==> config.mk <==
export PLATFORM = sky130hd
export DESIGN_NAME = shadow_slot_lease_table_flat
export DESIGN_NICKNAME = d
export VERILOG_FILES = /design/src/sv/sslt_pkg.sv /design/src/sv/sslt_ifs.sv /design/src/sv/sslt_ram.sv /design/src/sv/sslt_ctrl.sv /design/src/sv/sslt_dpath.sv /design/src/sv/shadow_slot_lease_table.sv /design/src/flat_wrapper.sv
export VERILOG_INCLUDE_DIRS = /design/src /design/src/sv
export SDC_FILE = /design/constraint.sdc
export NUM_CORES = 1
export LEC_CHECK = 0
export ABC_AREA = 1
export BUFFER_PORTS_ARGS = -buffer_cell sky130_fd_sc_hd__buf_2
export CAP_MARGIN = 10
export CORE_MARGIN = 3
export CORE_UTILIZATION = 35
export DETAILED_ROUTE_END_ITERATION = 10
export SYNTH_ARGS = -nofsm -noshare
export SYNTH_HDL_FRONTEND = slang
export SYNTH_SLANG_ARGS = --single-unit
==> constraint.sdc <==
create_clock -name clock -period 13.44 [get_ports clock]
set_input_delay 1.344 -clock clock [delete_from_list [all_inputs] [get_ports clock]]
set_output_delay 1.344 -clock clock [all_outputs]
set_load 0.01 [all_outputs]
==> src/sv/assert_macros.svh <==
// assertion macros used by the top-level rtl file
// no dependencies
`ifndef ASSERT_MACROS_SVH
`define ASSERT_MACROS_SVH

// property must hold at every clock edge outside reset
`define ASSERT_CLK(lbl, clk, rst, prop, msg) \
   lbl: assert property (@(posedge clk) disable iff (rst) prop) \
      else $error(msg);

// condition must never be seen at a clock edge outside reset
`define ASSERT_NEVER(lbl, clk, rst, cond, msg) \
   lbl: assert property (@(posedge clk) disable iff (rst) !(cond)) \
      else $error(msg);

`endif

==> src/sv/sslt_pkg.sv <==
// types, constants and helpers of the shadow slot lease table
// no dependencies
`default_nettype none

package sslt_pkg;

   localparam int SLOTS       = 16;
   localparam int OWNER_BITS  = 16;
   localparam int SLOT_BITS   = (SLOTS > 1) ? $clog2(SLOTS) : 1;
   localparam int LEVEL_W     = 7;
   localparam int ID_W        = 16;
   localparam int HELD_W      = 4;
   localparam int OP_W        = 2;
   localparam int KIND_W      = 3;
   localparam int MAX_RESULTS = 16;
   localparam int CNT_BITS    = $clog2(MAX_RESULTS + 1);
   localparam int CFG_ADDR_W  = 2;
   localparam int CFG_DATA_W  = 7;
   localparam int QM_W        = 2;

   localparam logic [OP_W-1:0] OP_REQUEST = 2'd0;
   localparam logic [OP_W-1:0] OP_TICK    = 2'd1;
   localparam logic [OP_W-1:0] OP_RETURN  = 2'd2;

   localparam logic [KIND_W-1:0] EV_GRANTED  = 3'd0;
   localparam logic [KIND_W-1:0] EV_TOUCHED  = 3'd1;
   localparam logic [KIND_W-1:0] EV_REFUSED  = 3'd2;
   localparam logic [KIND_W-1:0] EV_ACTIVE   = 3'd3;
   localparam logic [KIND_W-1:0] EV_RELEASED = 3'd4;
   localparam logic [KIND_W-1:0] EV_RETURNED = 3'd5;

   localparam logic [CFG_ADDR_W-1:0] CFG_QUALITY    = 2'd0;
   localparam logic [CFG_ADDR_W-1:0] CFG_FADE_STEP  = 2'd1;
   localparam logic [CFG_ADDR_W-1:0] CFG_FULL_LEVEL = 2'd2;

   localparam logic [QM_W-1:0] QM_NONE   = 2'd0;
   localparam logic [QM_W-1:0] QM_PLAYER = 2'd1;
   localparam logic [QM_W-1:0] QM_ALL    = 2'd2;

   localparam logic [QM_W-1:0]    QUALITY_RESET = QM_ALL;
   localparam logic [LEVEL_W-1:0] STEP_RESET    = 7'd3;
   localparam logic [LEVEL_W-1:0] FULL_RESET    = 7'd100;

   localparam logic [2:0] CMD_NONE      = 3'd0;
   localparam logic [2:0] CMD_REFUSE    = 3'd1;
   localparam logic [2:0] CMD_TOUCH     = 3'd2;
   localparam logic [2:0] CMD_RETURN    = 3'd3;
   localparam logic [2:0] CMD_GRANT0    = 3'd4;
   localparam logic [2:0] CMD_GRANT_IDX = 3'd5;
   localparam logic [2:0] CMD_TICK_SLOT = 3'd6;

   typedef logic [SLOT_BITS-1:0]  slot_idx_type;
   typedef logic [OWNER_BITS-1:0] owner_type;
   typedef logic [LEVEL_W-1:0]    level_type;

   typedef struct packed {
      logic [OP_W-1:0]   operation;
      logic [ID_W-1:0]   owner_id;
      logic              has_shadow;
      logic [HELD_W-1:0] held_slot;
      logic              is_pedestrian;
      logic              is_player_one;
      logic              has_driver;
      logic              player_fast;
   } req_beat_type;

   typedef struct packed {
      logic [KIND_W-1:0] event_kind;
      logic [HELD_W-1:0] slot;
      logic [ID_W-1:0]   slot_owner;
      level_type         level;
      logic              last;
   } rsp_beat_type;

   typedef struct packed {
      logic       latch;
      logic       rd;
      logic       sel_held;
      logic       idx_tick;
      logic       idx_scan;
      logic       idx_inc;
      logic       idx_dec;
      logic [2:0] op;
      logic       clear_keep;
   } cmd_type;

   typedef struct packed {
      logic [OP_W-1:0] operation;
      logic            allowed;
      logic            has_shadow;
      logic            held_ok;
      logic            has_driver;
      logic            player_fast;
      logic            idx_used;
      logic            idx_is_one;
      logic            idx_last;
      logic            out_free;
      logic            rep_ok;
   } sts_type;

   function automatic slot_idx_type held_to_idx(input logic [HELD_W-1:0] h);
      logic [31:0] w;
      w = {{(32-HELD_W){1'b0}}, h};
      return w[SLOT_BITS-1:0];
   endfunction

   function automatic logic [HELD_W-1:0] idx_to_slot(input slot_idx_type i);
      logic [31:0] w;
      w = 32'(i);
      return w[HELD_W-1:0];
   endfunction

   function automatic owner_type id_to_owner(input logic [ID_W-1:0] id);
      logic [63:0] w;
      w = {{(64-ID_W){1'b0}}, id};
      return w[OWNER_BITS-1:0];
   endfunction

   function automatic logic [ID_W-1:0] owner_to_id(input owner_type o);
      logic [63:0] w;
      w = 64'(o);
      return w[ID_W-1:0];
   endfunction

endpackage

`default_nettype wire

==> src/sv/sslt_ifs.sv <==
// channel interfaces of the shadow slot lease table: request, result, csr write
// depends on sslt_pkg
`default_nettype none

interface sslt_req_if;
   logic                  valid;
   logic                  ready;
   sslt_pkg::req_beat_type data;
   modport source (output valid, output data, input ready);
   modport sink (input valid, input data, output ready);
endinterface

interface sslt_rsp_if;
   logic                  valid;
   logic                  ready;
   sslt_pkg::rsp_beat_type data;
   modport source (output valid, output data, input ready);
   modport sink (input valid, input data, output ready);
endinterface

interface sslt_csr_if;
   logic                                valid;
   logic                                ready;
   logic [sslt_pkg::CFG_ADDR_W-1:0]     addr;
   logic [sslt_pkg::CFG_DATA_W-1:0]     wdata;
   modport source (output valid, output addr, output wdata, input ready);
   modport sink (input valid, input addr, input wdata, output ready);
endinterface

`default_nettype wire

==> src/sv/sslt_ram.sv <==
// generic single write port ram with registered read
// no dependencies
`default_nettype none

module sslt_ram #(
   parameter int WIDTH = 8,
   parameter int DEPTH = 16
) (
   input  wire logic                                       clock,
   input  wire logic                                       we,
   input  wire logic [((DEPTH > 1) ? $clog2(DEPTH) : 1)-1:0] waddr,
   input  wire logic [WIDTH-1:0]                           wdata,
   input  wire logic                                       re,
   input  wire logic [((DEPTH > 1) ? $clog2(DEPTH) : 1)-1:0] raddr,
   output logic      [WIDTH-1:0]                           rdata
);

   logic [WIDTH-1:0] mem_ff [DEPTH];
   logic [WIDTH-1:0] rdata_ff;

   always_ff @(posedge clock) begin
      if (we) begin
         mem_ff[waddr] <= wdata;
      end
      if (re) begin
         rdata_ff <= mem_ff[raddr];
      end
   end

   assign rdata = rdata_ff;

endmodule

`default_nettype wire

==> src/sv/sslt_ctrl.sv <==
// sequencer of the lease table: decodes each item and steps the datapath
// depends on sslt_pkg
`default_nettype none

module sslt_ctrl (
   input  wire logic              clock,
   input  wire logic              reset,
   input  wire logic              req_valid,
   output logic                   req_ready,
   input  wire sslt_pkg::sts_type sts,
   output sslt_pkg::cmd_type      cmd
);
   import sslt_pkg::*;

   localparam logic [2:0] S_IDLE   = 3'd0;
   localparam logic [2:0] S_DECODE = 3'd1;
   localparam logic [2:0] S_TOUCH  = 3'd2;
   localparam logic [2:0] S_RET    = 3'd3;
   localparam logic [2:0] S_SCAN   = 3'd4;
   localparam logic [2:0] S_TRD    = 3'd5;
   localparam logic [2:0] S_TEX    = 3'd6;

   logic [2:0] state_ff;
   logic [2:0] state_in;

   always_comb begin
      state_in  = state_ff;
      req_ready = 1'b0;
      cmd       = '0;
      unique case (state_ff)
         S_IDLE: begin
            req_ready = 1'b1;
            if (req_valid) begin
               cmd.latch = 1'b1;
               state_in  = S_DECODE;
            end
         end
         S_DECODE: begin
            unique case (sts.operation)
               OP_REQUEST: begin
                  if (!sts.allowed || (sts.has_shadow && !sts.held_ok) ||
                      (!sts.has_shadow && sts.has_driver && sts.player_fast)) begin
                     if (sts.out_free) begin
                        cmd.op   = CMD_REFUSE;
                        state_in = S_IDLE;
                     end
                  end else if (sts.has_shadow) begin
                     cmd.rd       = 1'b1;
                     cmd.sel_held = 1'b1;
                     state_in     = S_TOUCH;
                  end else if (!sts.has_driver) begin
                     if (sts.out_free) begin
                        cmd.op   = CMD_GRANT0;
                        state_in = S_IDLE;
                     end
                  end else begin
                     cmd.idx_scan = 1'b1;
                     state_in     = S_SCAN;
                  end
               end
               OP_TICK: begin
                  cmd.idx_tick = 1'b1;
                  state_in     = S_TRD;
               end
               OP_RETURN: begin
                  if (sts.held_ok) begin
                     cmd.rd       = 1'b1;
                     cmd.sel_held = 1'b1;
                     state_in     = S_RET;
                  end else if (sts.out_free) begin
                     cmd.op   = CMD_REFUSE;
                     state_in = S_IDLE;
                  end
               end
               default: begin
                  state_in = S_IDLE;
               end
            endcase
         end
         S_TOUCH: begin
            if (sts.out_free) begin
               cmd.op   = CMD_TOUCH;
               state_in = S_IDLE;
            end
         end
         S_RET: begin
            if (sts.out_free) begin
               cmd.op   = CMD_RETURN;
               state_in = S_IDLE;
            end
         end
         S_SCAN: begin
            if (!sts.idx_used) begin
               if (sts.out_free) begin
                  cmd.op   = CMD_GRANT_IDX;
                  state_in = S_IDLE;
               end
            end else if (sts.idx_is_one) begin
               if (sts.out_free) begin
                  cmd.op   = CMD_REFUSE;
                  state_in = S_IDLE;
               end
            end else begin
               cmd.idx_dec = 1'b1;
            end
         end
         S_TRD: begin
            if (sts.idx_used) begin
               cmd.rd   = 1'b1;
               state_in = S_TEX;
            end else if (sts.idx_last) begin
               cmd.clear_keep = 1'b1;
               state_in       = S_IDLE;
            end else begin
               cmd.idx_inc = 1'b1;
            end
         end
         S_TEX: begin
            if (sts.out_free || !sts.rep_ok) begin
               cmd.op = CMD_TICK_SLOT;
               if (sts.idx_last) begin
                  cmd.clear_keep = 1'b1;
                  state_in       = S_IDLE;
               end else begin
                  cmd.idx_inc = 1'b1;
                  state_in    = S_TRD;
               end
            end
         end
         default: begin
            state_in = S_IDLE;
         end
      endcase
   end

   always_ff @(posedge clock) begin
      if (reset) begin
         state_ff <= S_IDLE;
      end else begin
         state_ff <= state_in;
      end
   end

endmodule

`default_nettype wire

==> src/sv/sslt_dpath.sv <==
// lease table datapath: item latch, csr registers, slot flags, owner/level ram,
// slot index and result counters, fade arithmetic and the result register
// depends on sslt_pkg and sslt_ram
`default_nettype none

module sslt_dpath (
   input  wire logic                            clock,
   input  wire logic                            reset,
   input  wire sslt_pkg::req_beat_type          req_data,
   input  wire sslt_pkg::cmd_type               cmd,
   output sslt_pkg::sts_type                    sts,
   input  wire logic                            csr_valid,
   input  wire logic [sslt_pkg::CFG_ADDR_W-1:0] csr_addr,
   input  wire logic [sslt_pkg::CFG_DATA_W-1:0] csr_wdata,
   output logic                                 rsp_valid,
   output sslt_pkg::rsp_beat_type               rsp_data,
   input  wire logic                            rsp_ready
);
   import sslt_pkg::*;

   localparam int RAM_W = OWNER_BITS + LEVEL_W;

   req_beat_type      item_ff, item_in;
   logic [QM_W-1:0]   quality_ff, quality_in;
   level_type         step_ff, step_in;
   level_type         full_ff, full_in;
   logic [SLOTS-1:0]  used_ff, used_in;
   logic [SLOTS-1:0]  keep_ff, keep_in;
   logic [SLOTS-1:0]  lvv_ff, lvv_in;
   slot_idx_type      idx_ff, idx_in;
   logic [CNT_BITS-1:0] cnt_ff, cnt_in;
   logic              rsp_valid_ff, rsp_valid_in;
   rsp_beat_type      rsp_data_ff, rsp_data_in;

   logic              ram_we;
   slot_idx_type      ram_waddr;
   slot_idx_type      ram_raddr;
   logic [RAM_W-1:0]  ram_wdata;
   logic [RAM_W-1:0]  ram_rdata;
   owner_type         rd_owner;
   level_type         rd_level;
   owner_type         w_owner;
   level_type         w_level;

   slot_idx_type      held_idx;
   slot_idx_type      grant_idx;
   owner_type         held_owner;
   level_type         held_level;
   owner_type         tick_owner;
   level_type         tick_old;
   level_type         tick_new;
   logic [LEVEL_W:0]  up_sum;
   logic [SLOTS-1:0]  upper_mask;
   logic              any_above;
   logic              out_free;
   logic              emit;
   rsp_beat_type      beat;

   assign held_idx  = held_to_idx(item_ff.held_slot);
   assign ram_raddr = cmd.sel_held ? held_idx : idx_ff;
   assign ram_wdata = {w_owner, w_level};
   assign rd_owner  = ram_rdata[RAM_W-1:LEVEL_W];
   assign rd_level  = ram_rdata[LEVEL_W-1:0];

   sslt_ram #(
      .WIDTH(RAM_W),
      .DEPTH(SLOTS)
   ) u_table (
      .clock(clock),
      .we   (ram_we),
      .waddr(ram_waddr),
      .wdata(ram_wdata),
      .re   (cmd.rd),
      .raddr(ram_raddr),
      .rdata(ram_rdata)
   );

   // unwritten entries read as their reset value
   assign held_owner = used_ff[held_idx] ? rd_owner : '0;
   assign held_level = lvv_ff[held_idx] ? rd_level : '0;
   assign tick_owner = used_ff[idx_ff] ? rd_owner : '0;
   assign tick_old   = lvv_ff[idx_ff] ? rd_level : '0;

   assign up_sum = {1'b0, tick_old} + {1'b0, step_ff};

   always_comb begin
      if (keep_ff[idx_ff]) begin
         tick_new = (up_sum > {1'b0, full_ff}) ? full_ff : up_sum[LEVEL_W-1:0];
      end else begin
         tick_new = (tick_old > step_ff) ? (tick_old - step_ff) : '0;
      end
   end

   always_comb begin
      for (int j = 0; j < SLOTS; j++) begin
         upper_mask[j] = (j > int'(idx_ff));
      end
   end

   assign any_above = |(used_ff & upper_mask);
   assign out_free  = !rsp_valid_ff || rsp_ready;
   assign grant_idx = (cmd.op == CMD_GRANT0) ? '0 : idx_ff;

   always_comb begin
      sts.operation   = item_ff.operation;
      sts.has_shadow  = item_ff.has_shadow;
      sts.has_driver  = item_ff.has_driver;
      sts.player_fast = item_ff.player_fast;
      sts.held_ok     = 32'(item_ff.held_slot) < 32'(SLOTS);
      sts.idx_used    = used_ff[idx_ff];
      sts.idx_is_one  = idx_ff == SLOT_BITS'(1);
      sts.idx_last    = idx_ff == SLOT_BITS'(SLOTS - 1);
      sts.out_free    = out_free;
      sts.rep_ok      = cnt_ff < CNT_BITS'(MAX_RESULTS);
      case (quality_ff)
         QM_ALL:    sts.allowed = 1'b1;
         QM_PLAYER: sts.allowed = item_ff.is_pedestrian && item_ff.is_player_one;
         default:   sts.allowed = 1'b0;
      endcase
   end

   always_comb begin
      item_in      = item_ff;
      quality_in   = quality_ff;
      step_in      = step_ff;
      full_in      = full_ff;
      used_in      = used_ff;
      keep_in      = keep_ff;
      lvv_in       = lvv_ff;
      idx_in       = idx_ff;
      cnt_in       = cnt_ff;
      rsp_valid_in = rsp_valid_ff;
      rsp_data_in  = rsp_data_ff;
      ram_we       = 1'b0;
      ram_waddr    = idx_ff;
      w_owner      = '0;
      w_level      = '0;
      emit         = 1'b0;
      beat         = '0;
      beat.last    = 1'b1;

      if (cmd.latch) begin
         item_in = req_data;
      end
      if (cmd.idx_tick) begin
         idx_in = '0;
         cnt_in = '0;
      end
      if (cmd.idx_scan) begin
         idx_in = SLOT_BITS'(SLOTS - 1);
      end
      if (cmd.idx_inc) begin
         idx_in = idx_ff + SLOT_BITS'(1);
      end
      if (cmd.idx_dec) begin
         idx_in = idx_ff - SLOT_BITS'(1);
      end

      case (cmd.op)
         CMD_REFUSE: begin
            emit            = 1'b1;
            beat.event_kind = EV_REFUSED;
         end
         CMD_TOUCH: begin
            keep_in[held_idx] = 1'b1;
            emit              = 1'b1;
            beat.event_kind   = EV_TOUCHED;
            beat.slot         = item_ff.held_slot;
            beat.slot_owner   = owner_to_id(held_owner);
            beat.level        = held_level;
         end
         CMD_RETURN: begin
            used_in[held_idx] = 1'b0;
            lvv_in[held_idx]  = 1'b1;
            ram_we            = 1'b1;
            ram_waddr         = held_idx;
            w_level           = held_level;
            emit              = 1'b1;
            beat.event_kind   = EV_RETURNED;
            beat.slot         = item_ff.held_slot;
            beat.slot_owner   = owner_to_id(held_owner);
            beat.level        = held_level;
         end
         CMD_GRANT0, CMD_GRANT_IDX: begin
            used_in[grant_idx] = 1'b1;
            keep_in[grant_idx] = 1'b1;
            lvv_in[grant_idx]  = 1'b1;
            ram_we             = 1'b1;
            ram_waddr          = grant_idx;
            w_owner            = id_to_owner(item_ff.owner_id);
            emit               = 1'b1;
            beat.event_kind    = EV_GRANTED;
            beat.slot          = idx_to_slot(grant_idx);
            beat.slot_owner    = owner_to_id(id_to_owner(item_ff.owner_id));
         end
         CMD_TICK_SLOT: begin
            lvv_in[idx_ff]  = 1'b1;
            ram_we          = 1'b1;
            ram_waddr       = idx_ff;
            beat.slot       = idx_to_slot(idx_ff);
            beat.slot_owner = owner_to_id(tick_owner);
            beat.last       = (cnt_ff == CNT_BITS'(MAX_RESULTS - 1)) || !any_above;
            if (tick_new != '0) begin
               w_owner         = tick_owner;
               w_level         = tick_new;
               beat.event_kind = EV_ACTIVE;
               beat.level      = tick_new;
            end else begin
               used_in[idx_ff] = 1'b0;
               beat.event_kind = EV_RELEASED;
            end
            if (sts.rep_ok) begin
               emit   = 1'b1;
               cnt_in = cnt_ff + CNT_BITS'(1);
            end
         end
         default: begin
         end
      endcase

      if (cmd.clear_keep) begin
         keep_in = '0;
      end

      if (emit) begin
         rsp_valid_in = 1'b1;
         rsp_data_in  = beat;
      end else if (rsp_ready) begin
         rsp_valid_in = 1'b0;
      end

      if (csr_valid) begin
         case (csr_addr)
            CFG_QUALITY:    quality_in = csr_wdata[QM_W-1:0];
            CFG_FADE_STEP:  step_in    = csr_wdata[LEVEL_W-1:0];
            CFG_FULL_LEVEL: full_in    = csr_wdata[LEVEL_W-1:0];
            default: begin
            end
         endcase
      end
   end

   always_ff @(posedge clock) begin
      if (reset) begin
         quality_ff   <= QUALITY_RESET;
         step_ff      <= STEP_RESET;
         full_ff      <= FULL_RESET;
         used_ff      <= '0;
         keep_ff      <= '0;
         lvv_ff       <= '0;
         idx_ff       <= '0;
         cnt_ff       <= '0;
         rsp_valid_ff <= 1'b0;
      end else begin
         quality_ff   <= quality_in;
         step_ff      <= step_in;
         full_ff      <= full_in;
         used_ff      <= used_in;
         keep_ff      <= keep_in;
         lvv_ff       <= lvv_in;
         idx_ff       <= idx_in;
         cnt_ff       <= cnt_in;
         rsp_valid_ff <= rsp_valid_in;
      end
   end

   always_ff @(posedge clock) begin
      item_ff     <= item_in;
      rsp_data_ff <= rsp_data_in;
   end

   assign rsp_valid = rsp_valid_ff;
   assign rsp_data  = rsp_data_ff;

endmodule

`default_nettype wire

==> src/sv/shadow_slot_lease_table.sv <==
// shadow slot lease table, one item at a time; results leave through an output register
// request: touch/return read the table first; free-slot grant scans slots top down
// tick: visits every slot in order, reads and rewrites each occupied one
// reset clears slot flags, counters and control, loads csr defaults; no clearing pass
// depends on sslt_pkg, sslt_ifs, sslt_ctrl, sslt_dpath, sslt_ram, assert_macros.svh
`default_nettype none
`include "assert_macros.svh"

module shadow_slot_lease_table (
   input  wire logic clock,
   input  wire logic reset,
   sslt_req_if.sink  req_if,
   sslt_rsp_if.source rsp_if,
   sslt_csr_if.sink  csr_if
);
   import sslt_pkg::*;

   cmd_type      cmd;
   sts_type      sts;
   logic         req_ready;
   logic         rsp_valid;
   rsp_beat_type rsp_data;

   sslt_ctrl u_ctrl (
      .clock    (clock),
      .reset    (reset),
      .req_valid(req_if.valid),
      .req_ready(req_ready),
      .sts      (sts),
      .cmd      (cmd)
   );

   sslt_dpath u_dpath (
      .clock    (clock),
      .reset    (reset),
      .req_data (req_if.data),
      .cmd      (cmd),
      .sts      (sts),
      .csr_valid(csr_if.valid),
      .csr_addr (csr_if.addr),
      .csr_wdata(csr_if.wdata),
      .rsp_valid(rsp_valid),
      .rsp_data (rsp_data),
      .rsp_ready(rsp_if.ready)
   );

   assign req_if.ready = req_ready;
   assign csr_if.ready = 1'b1;
   assign rsp_if.valid = rsp_valid;
   assign rsp_if.data  = rsp_data;

   `ASSERT_NEVER(a_emit_full, clock, reset, (cmd.op != CMD_NONE) && !sts.out_free && !((cmd.op == CMD_TICK_SLOT) && !sts.rep_ok), "result beat issued while output register full")
   `ASSERT_CLK(a_single_last, clock, reset, rsp_if.valid && (rsp_if.data.event_kind != EV_ACTIVE) && (rsp_if.data.event_kind != EV_RELEASED) |-> rsp_if.data.last, "single beat result without last")
   `ASSERT_CLK(a_refuse_shape, clock, reset, rsp_if.valid && (rsp_if.data.event_kind == EV_REFUSED) |-> (rsp_if.data.slot == '0) && (rsp_if.data.slot_owner == '0) && (rsp_if.data.level == '0), "refusal beat carries slot data")
   `ASSERT_CLK(a_busy_after_accept, clock, reset, cmd.latch |=> !req_if.ready, "new beat taken while item in progress")

endmodule

`default_nettype wire
==> src/flat_wrapper.sv <==
// flat-port wrapper written by rule: the top's interface ports become plain ports
module shadow_slot_lease_table_flat import sslt_pkg::*;
  (clock, reset, req_if_valid, req_if_data, req_if_ready, rsp_if_valid, rsp_if_data, rsp_if_ready, csr_if_valid, csr_if_addr, csr_if_wdata, csr_if_ready);
  sslt_req_if req_if_i ();
  sslt_rsp_if rsp_if_i ();
  sslt_csr_if csr_if_i ();
  input  wire logic clock;
  input  wire logic reset;
  input wire logic [$bits(req_if_i.valid)-1:0] req_if_valid;
  input wire logic [$bits(req_if_i.data)-1:0] req_if_data;
  output wire logic [$bits(req_if_i.ready)-1:0] req_if_ready;
  output wire logic [$bits(rsp_if_i.valid)-1:0] rsp_if_valid;
  output wire logic [$bits(rsp_if_i.data)-1:0] rsp_if_data;
  input wire logic [$bits(rsp_if_i.ready)-1:0] rsp_if_ready;
  input wire logic [$bits(csr_if_i.valid)-1:0] csr_if_valid;
  input wire logic [$bits(csr_if_i.addr)-1:0] csr_if_addr;
  input wire logic [$bits(csr_if_i.wdata)-1:0] csr_if_wdata;
  output wire logic [$bits(csr_if_i.ready)-1:0] csr_if_ready;
  assign req_if_i.valid = req_if_valid;
  assign req_if_i.data = req_if_data;
  assign req_if_ready = req_if_i.ready;
  assign rsp_if_valid = rsp_if_i.valid;
  assign rsp_if_data = rsp_if_i.data;
  assign rsp_if_i.ready = rsp_if_ready;
  assign csr_if_i.valid = csr_if_valid;
  assign csr_if_i.addr = csr_if_addr;
  assign csr_if_i.wdata = csr_if_wdata;
  assign csr_if_ready = csr_if_i.ready;
  shadow_slot_lease_table u_core (.clock(clock), .reset(reset), .req_if(req_if_i), .rsp_if(rsp_if_i), .csr_if(csr_if_i));
endmodule
==> metrics.yaml, run 1 <==
outcome: "completed"
die-area_um2: 71600
rsz0062_at_grt: "false"
crit_start: "u_core.u_dpath.idx_ff[1]"
timing.rr.start: "u_core.u_dpath.idx_ff[1]"
cpLargestDelayFamily: "simple AND/OR/NAND/NOR gates"
routedWlPerCell_um: 22.6
critPathMaxStageDelay_ps: 930
wirelength_um: 71400
cts_tree: "yes"
final_net_count: 2326
coreArea_um2: 67500
std_cell_rows: 95
synthArstFlopShare_pct: 0
place_congestion: 0.955
via_count: 17400
m1WireLength_um: 31400
synthMuxAreaShare_pct: 0
cts.clk_slew.worst_paths_ps: 60
nFillCells: 6500
clock.fmax_ghz: 0.164
drtIter0Drc: 1762
synth_xor_area_share_pct: 0.329
cts_buffers: 55
ys.flop_type: "edfxtp_1"
finalMaxSlewViolations: 0
clock_path_buffers: 3
synth_compound_area_share_pct: 15.0
htree_num_levels: 2
viasPerCell: 5.51
cpMostUsedCell: "nand2_1"
hold_end: "u_core.u_dpath.keep_ff[15]"
hold_viol: 0
syn_area_um2: 24000
hold_ws_ps: 456
rr_worst_depth: 34
irDropWorstVdd_mv: 0.0884
clockRootBuffer: "clkbuf_16"
synth_seq_area_share_pct: 62.7
grt_util_all_layers_pct: 19.5
critPathKind: "reg2reg"
synth_top_family_by_area: "compound AO/OA/AOI/OAI gates"
critPathLaunchType: "flip-flop"
cp.required_ps: 13740
cp_slowest_cell: "dfxtp_1"
drc: 0
syn_inst: 2195
min_period_ps: 6120
setup_viol: 0
grt_remaining_overflow: 0
hold_class: "reg2reg"
ant_nets: 0
io_buffers: 73
max-slew-margin-rel_pct: 26.0
dp_hpwl_um: 41400
drv_cap: 0
synth_fa_ha_area_share_pct: 1.84
finalSetupTns_ps: 0
hp-start: "u_core.u_dpath.keep_ff[15]"
r2r_end: "u_core.u_dpath.u_table.mem_ff[13][11]"
final_util_pct: 39.9
cts-resized-gates: 0
clkSinkCount: 526
powerDensity_nw_per_um2: 139
die_w_um: 268
worst_pin_slew_ps: 1110
grt_pass1_vias: 16500
grt_max_degree: 93
firstDrtPassIters: 6
leakage_nw: 9.49
fin_skew_ps: 36.1
post-route-period-util_pct: 45.5
die_height_um: 268
route.met3.wl_um: 4880
synth-simple-area-share_pct: 14.6
synth_edf_count: 449
cp_data_arrival_time_ps: 6420
r2r_slack_ps: 7320
syn_avg_cell_area_um2: 10.9
grt_pass1_wl_um: 105000
top_layer: "met4"
yosysUniqueCellTypes: 61
synth-seq-cells: 526
worstHoldPathCells: 2
antenna_found_initial: 0
cp-end-kind: "flip-flop"
initial_core_util_pct: 35.5
synth_nets: 2270
hold_buffers: 0
drive_gt1_share_pct: 13.4
met2_length_um: 33200
clk_latency_ps: 630
yosysWarnings: 0
postCtsSetupBuffers: 0
diodes: 0
worst-path-max-fanout: 18
area_growth_pct: 12.3
worst-path-buf-inv: 7
io_pins: 75
-- routing by layer --
metal / up-vias / global-route usage [%]
li1: 7985 / -
met1: 8585 / 27.0
met2: 706 / 31.7
met3: 142 / 2.88
met4: 0 / 6.06
met5: - / 0
-- worst max-delay path by stage --
stage	end	slack, ps	cells after the start
3_3_place_gp	u_core.u_dpath.u_table.mem_ff[6][7]	7590	34
3_5_place_dp	u_core.u_dpath.u_table.mem_ff[9][11]	7490	34
4_1_cts	u_core.u_dpath.u_table.mem_ff[10][16]	7460	34
6_report	u_core.u_dpath.u_table.mem_ff[13][11]	7320	34
2_1_floorplan	u_core.u_dpath.u_table.mem_ff[0][15]	8600	35
5_1_grt	u_core.u_dpath.u_table.mem_ff[12][19]	6810	34
-- cells in the final DEF, fill, tap and decap left out, drive strengths merged, types with 2 or more instances in the layout --
| master | count |
|---|---|
| a22oi | 17 |
| clkbuf | 65 |
| xor2 | 9 |
| a22o | 2 |
| a21oi | 105 |
| fa | 2 |
| or2 | 71 |
| a21o | 2 |
| clkinv | 25 |
| o22ai | 9 |
| ha | 32 |
| edfxtp | 449 |
| nand2 | 295 |
| o221ai | 9 |
| o211ai | 151 |
| buf | 115 |
| nor2 | 208 |
| o31ai | 2 |
| nand3 | 143 |
| nand4 | 21 |
| a221oi | 2 |
| o21bai | 53 |
| bufinv | 4 |
| nor3 | 13 |
| a31oi | 3 |
| dfxtp | 77 |
| o21ai | 214 |
| o2111ai | 4 |
| a41oi | 2 |
| inv | 177 |
-- kinds of logic after synthesis --
| group | count (synthesis) |
|---|---|
| other | 1 |
| buffers and inverters | 292 |
| XOR/XNOR | 9 |
| AND/OR/NAND/NOR | 753 |
| AO/OA/AOI/OAI | 580 |
| adder cells (fa/ha/maj) | 34 |
| flip-flops | 526 |
-- power by group --
group          switching (mW)  internal, mW
clock                   0.644         0.832
combinational           0.321         0.118
sequential             0.0191          1.81
total                   0.984          2.76
-- flip-flops by register name, indices dropped and copies added (netlist names), 7 cells and up --
signal,cells
u_core.u_dpath.rsp_data,31
u_core.u_dpath.step_ff,7
u_core.u_dpath.u_table.rdata,23
u_core.u_dpath.keep_ff,16
u_core.u_dpath.item_ff,18
u_core.u_dpath.u_table.mem_ff,368
u_core.u_dpath.used_ff,16
u_core.u_dpath.full_ff,7
u_core.u_dpath.lvv_ff,16
-- worst register-to-register path: cells and delay by family (launching register included) --
kind	cells	cell delay [ps]
AND/OR/NAND/NOR	18	2350
flip-flops	1	930
adder cells (fa/ha/maj)	3	900
AO/OA/AOI/OAI	5	840
buffers and inverters	7	600
XOR/XNOR	1	170
-- stage by stage --
step,worst slack [ps],area (µm²),cells,total power [mW]
floorplan,8600,24000,2195,2.15
CTS,7460,26900,3163,3.77
global placement,7590,25200,3067,2.29
global route,6810,26900,3163,3.88
detailed placement,7490,25200,3067,2.30
finish,7320,26900,3163,3.74
-- final cells by class --
class,instances,area [µm²],area share (%)
Sequential cell,526,15000,55.8
Multi-Input combinational cell,1377,7710,28.6
Clock buffer,65,1410,5.25
Tap cell,873,1090,4.06
Timing Repair Buffer,115,681,2.53
Inverter,176,671,2.49
Clock inverter,31,324,1.20
-- synthesized netlist by cell type (3+ instances only) --
cell,count,area (µm²)
or2_2,21,131
inv_2,25,93.8
edfxtp_1,449,13500
nand4_1,19,119
nand2_2,13,81.3
o221ai_1,9,78.8
ha_1,32,400
buf_4,20,150
a22oi_1,17,128
xor2_1,9,78.8
o21bai_1,52,390
nor3_1,10,50.1
nand2_1,279,1050
inv_1,145,544
nor2_2,7,43.8
dfxtp_1,77,1540
nor2_4,5,56.3
buf_2,55,275
a21oi_2,4,35.0
nand3_1,132,661
o211ai_1,150,1130
nor2_1,195,732
clkinv_1,4,15.0
o21ai_1,25,125
a31oi_1,3,18.8
buf_6,6,67.6
o2111ai_1,4,35.0
o21ai_0,188,941
nand3_2,9,90.1
a21oi_1,101,505
o22ai_1,9,56.3
or2_0,48,300
clkbuf_1,32,120
No activity file was read; power rests on OpenSTA's default activity.
==> inputs of run 2 (changes only) <==
- clock period: 13.44 -> 5.4 ns (I/O delays scaled with it)
==> run 2 against run 1 <==
- non-clock buffer count increased by 18
- critical path type unchanged
- register-to-register slack got worse by 6800 ps
- combinational power rose to 2.7 times the previous value
- largest power group unchanged
- first-iteration DRC count grew 7.6%
- design area increased by 1.5%
==> metrics.yaml, run 2 (synthesized netlist as in run 1, its figures left out) <==
outcome: "completed"  # unchanged
cp.required_ps: 5730  # was 13740 ps
clkSinkCount: 526  # unchanged
worst_pin_slew_ps: 961  # was 1110 ps
min_period_ps: 4920  # was 6120 ps
finalPower_mw: 9.61  # was 3.74 mW
post-route-period-util_pct: 91.2  # was 45.5%
die-area_um2: 71600  # unchanged
ant_nets: 0  # unchanged
hold_buffers: 0  # unchanged
rsz0062_at_grt: "false"  # unchanged
htree_num_levels: 2  # unchanged
drtIter0Drc: 1896  # was 1762
wirelength_um: 72400  # was 71400 µm
cp-end-kind: "flip-flop"  # unchanged
leakage_nw: 9.63  # was 9.49 nW
grt_pass1_wl_um: 107000  # was 105000 µm
final_cell_mix: "edfxtp_1 (449), nand2_1 (278), o21ai_0 (187)"  # was edfxtp_1 (449), nand2_1 (279), o21ai_0 (187)
die_w_um: 268  # unchanged
drc: 0  # unchanged
nFillCells: 6477  # was 6500
die_height_um: 268  # unchanged
multi_input_area_um2: 7800  # was 7710 µm²
critPathKind: "reg2reg"  # unchanged
routedWlPerCell_um: 22.8  # was 22.6 µm
r2r_slack_ps: 480  # was 7320 ps
hold_ws_ps: 98.6  # was 456 ps
clock_path_buffers: 3  # unchanged
std_cell_rows: 95  # unchanged
irDropWorstVdd_mv: 0.230  # was 0.0884 mV
worst-path-max-fanout: 17  # was 18
hold_viol: 0  # unchanged
ff_latch_area_um2: 15000  # about the same
design_area_um2: 27300  # was 26900 µm²
final_util_pct: 40.4  # was 39.9%
final_net_count: 2343  # was 2326
firstDrtPassIters: 7  # was 6
fin_skew_ps: 26.7  # was 36.1 ps
placed_cells: 3085  # was 3067
clockRootBuffer: "clkbuf_16"  # unchanged
grt_max_degree: 149  # was 93
dpl-instance-area_um2: 25400  # was 25200 µm²
io_pins: 75  # unchanged
setup_slack_ps: 477  # was 7320 ps
hold_class: "in2reg"  # was reg2reg
finalSetupTns_ps: 0  # unchanged
cp_data_arrival_time_ps: 5260  # was 6420 ps
worst-path-buf-inv: 7  # unchanged
max-slew-margin-rel_pct: 35.9  # was 26.0%
viasPerCell: 5.53  # was 5.51
cts.clk_slew.worst_paths_ps: 70  # was 60 ps
io_buffers: 73  # unchanged
clk_latency_ps: 620  # was 630 ps
drive_gt1_share_pct: 15.3  # was 13.4%
initial_core_util_pct: 35.5  # unchanged
place_ws_ps: 29.6  # was 7490 ps
grt_util_all_layers_pct: 19.8  # was 19.5%
coreArea_um2: 67500  # unchanged
drv_cap: 0  # unchanged
via_count: 17600  # was 17400
diodes: 0  # unchanged
finalMaxSlewViolations: 0  # unchanged
top_register: "u_core.u_dpath.u_table.mem_ff"  # unchanged
finalNonFillerCells: 3182  # was 3163
critPathMaxStageDelay_ps: 470  # was 930 ps
cpMostUsedCell: "nand2_1"  # unchanged
cts_tree: "yes"  # unchanged
antenna_found_initial: 0  # unchanged
grt_pass1_vias: 17100  # was 16500
setup_viol: 0  # unchanged
dp_hpwl_um: 41800  # was 41400 µm
critPathLaunchType: "flip-flop"  # unchanged
mostFrequentLayoutCell: "edfxtp_1"  # unchanged
powerDensity_nw_per_um2: 352  # was 139 nW/µm²
grt_remaining_overflow: 0  # unchanged
largest_reg_flops: 368  # unchanged
cts_buffers: 54  # was 55
clock.fmax_ghz: 0.203  # was 0.164 GHz
cp_slowest_cell: "nor2_2"  # was dfxtp_1
area_growth_pct: 14.0  # was 12.3%
postCtsSetupBuffers: 0  # unchanged
place_congestion: 0.980  # was 0.955
cpLargestDelayFamily: "simple AND/OR/NAND/NOR gates"  # unchanged
-- run 2: power by group --
group          switching [mW]  internal, mW  total (mW)
Sequential             0.0521          4.50        4.55
Combinational           0.849         0.319        1.17
Clock                    1.61          2.27        3.89
Total                    2.52          7.09        9.61
-- run 2: path summary, 6_finish.rpt --
path                              startpoint                                   end  cells past startpoint
setup reg to reg    u_core.u_dpath.idx_ff[2]  u_core.u_dpath.u_table.mem_ff[7][14]                     34
hold reg to reg   u_core.u_dpath.keep_ff[15]            u_core.u_dpath.keep_ff[15]                      2
setup / recovery    u_core.u_dpath.idx_ff[2]  u_core.u_dpath.u_table.mem_ff[7][14]                     34
hold / removal               req_if_data[18]            u_core.u_dpath.item_ff[18]                      1
-- run 2: final cells by class --
type	instances	area share, %
repair buffers	133	3.17
inverters	176	2.45
flip-flops and latches	526	55.0
multi-input cells	1377	28.6
clock buffers	61	5.04
well taps	873	4.00
clock inverters	36	1.73
-- run 2: per-layer routing --
metal	part of all wire [%]	wire, µm	vias to the layer above	track usage [%]
li1	-	-	7996	-
met1	43	31300	8733	27.1
met2	47	34000	715	32.6
met3	6.9	5000	143	2.99
met4	3.0	2200	0	6.12
met5	0	0	-	0
-- run 2: repair_timing --
item / 4_1_cts / 5_1_grt
cloned: 0 / 0
setup endpoints to repair: 8 / 274
gates resized for setup: 1 / 28
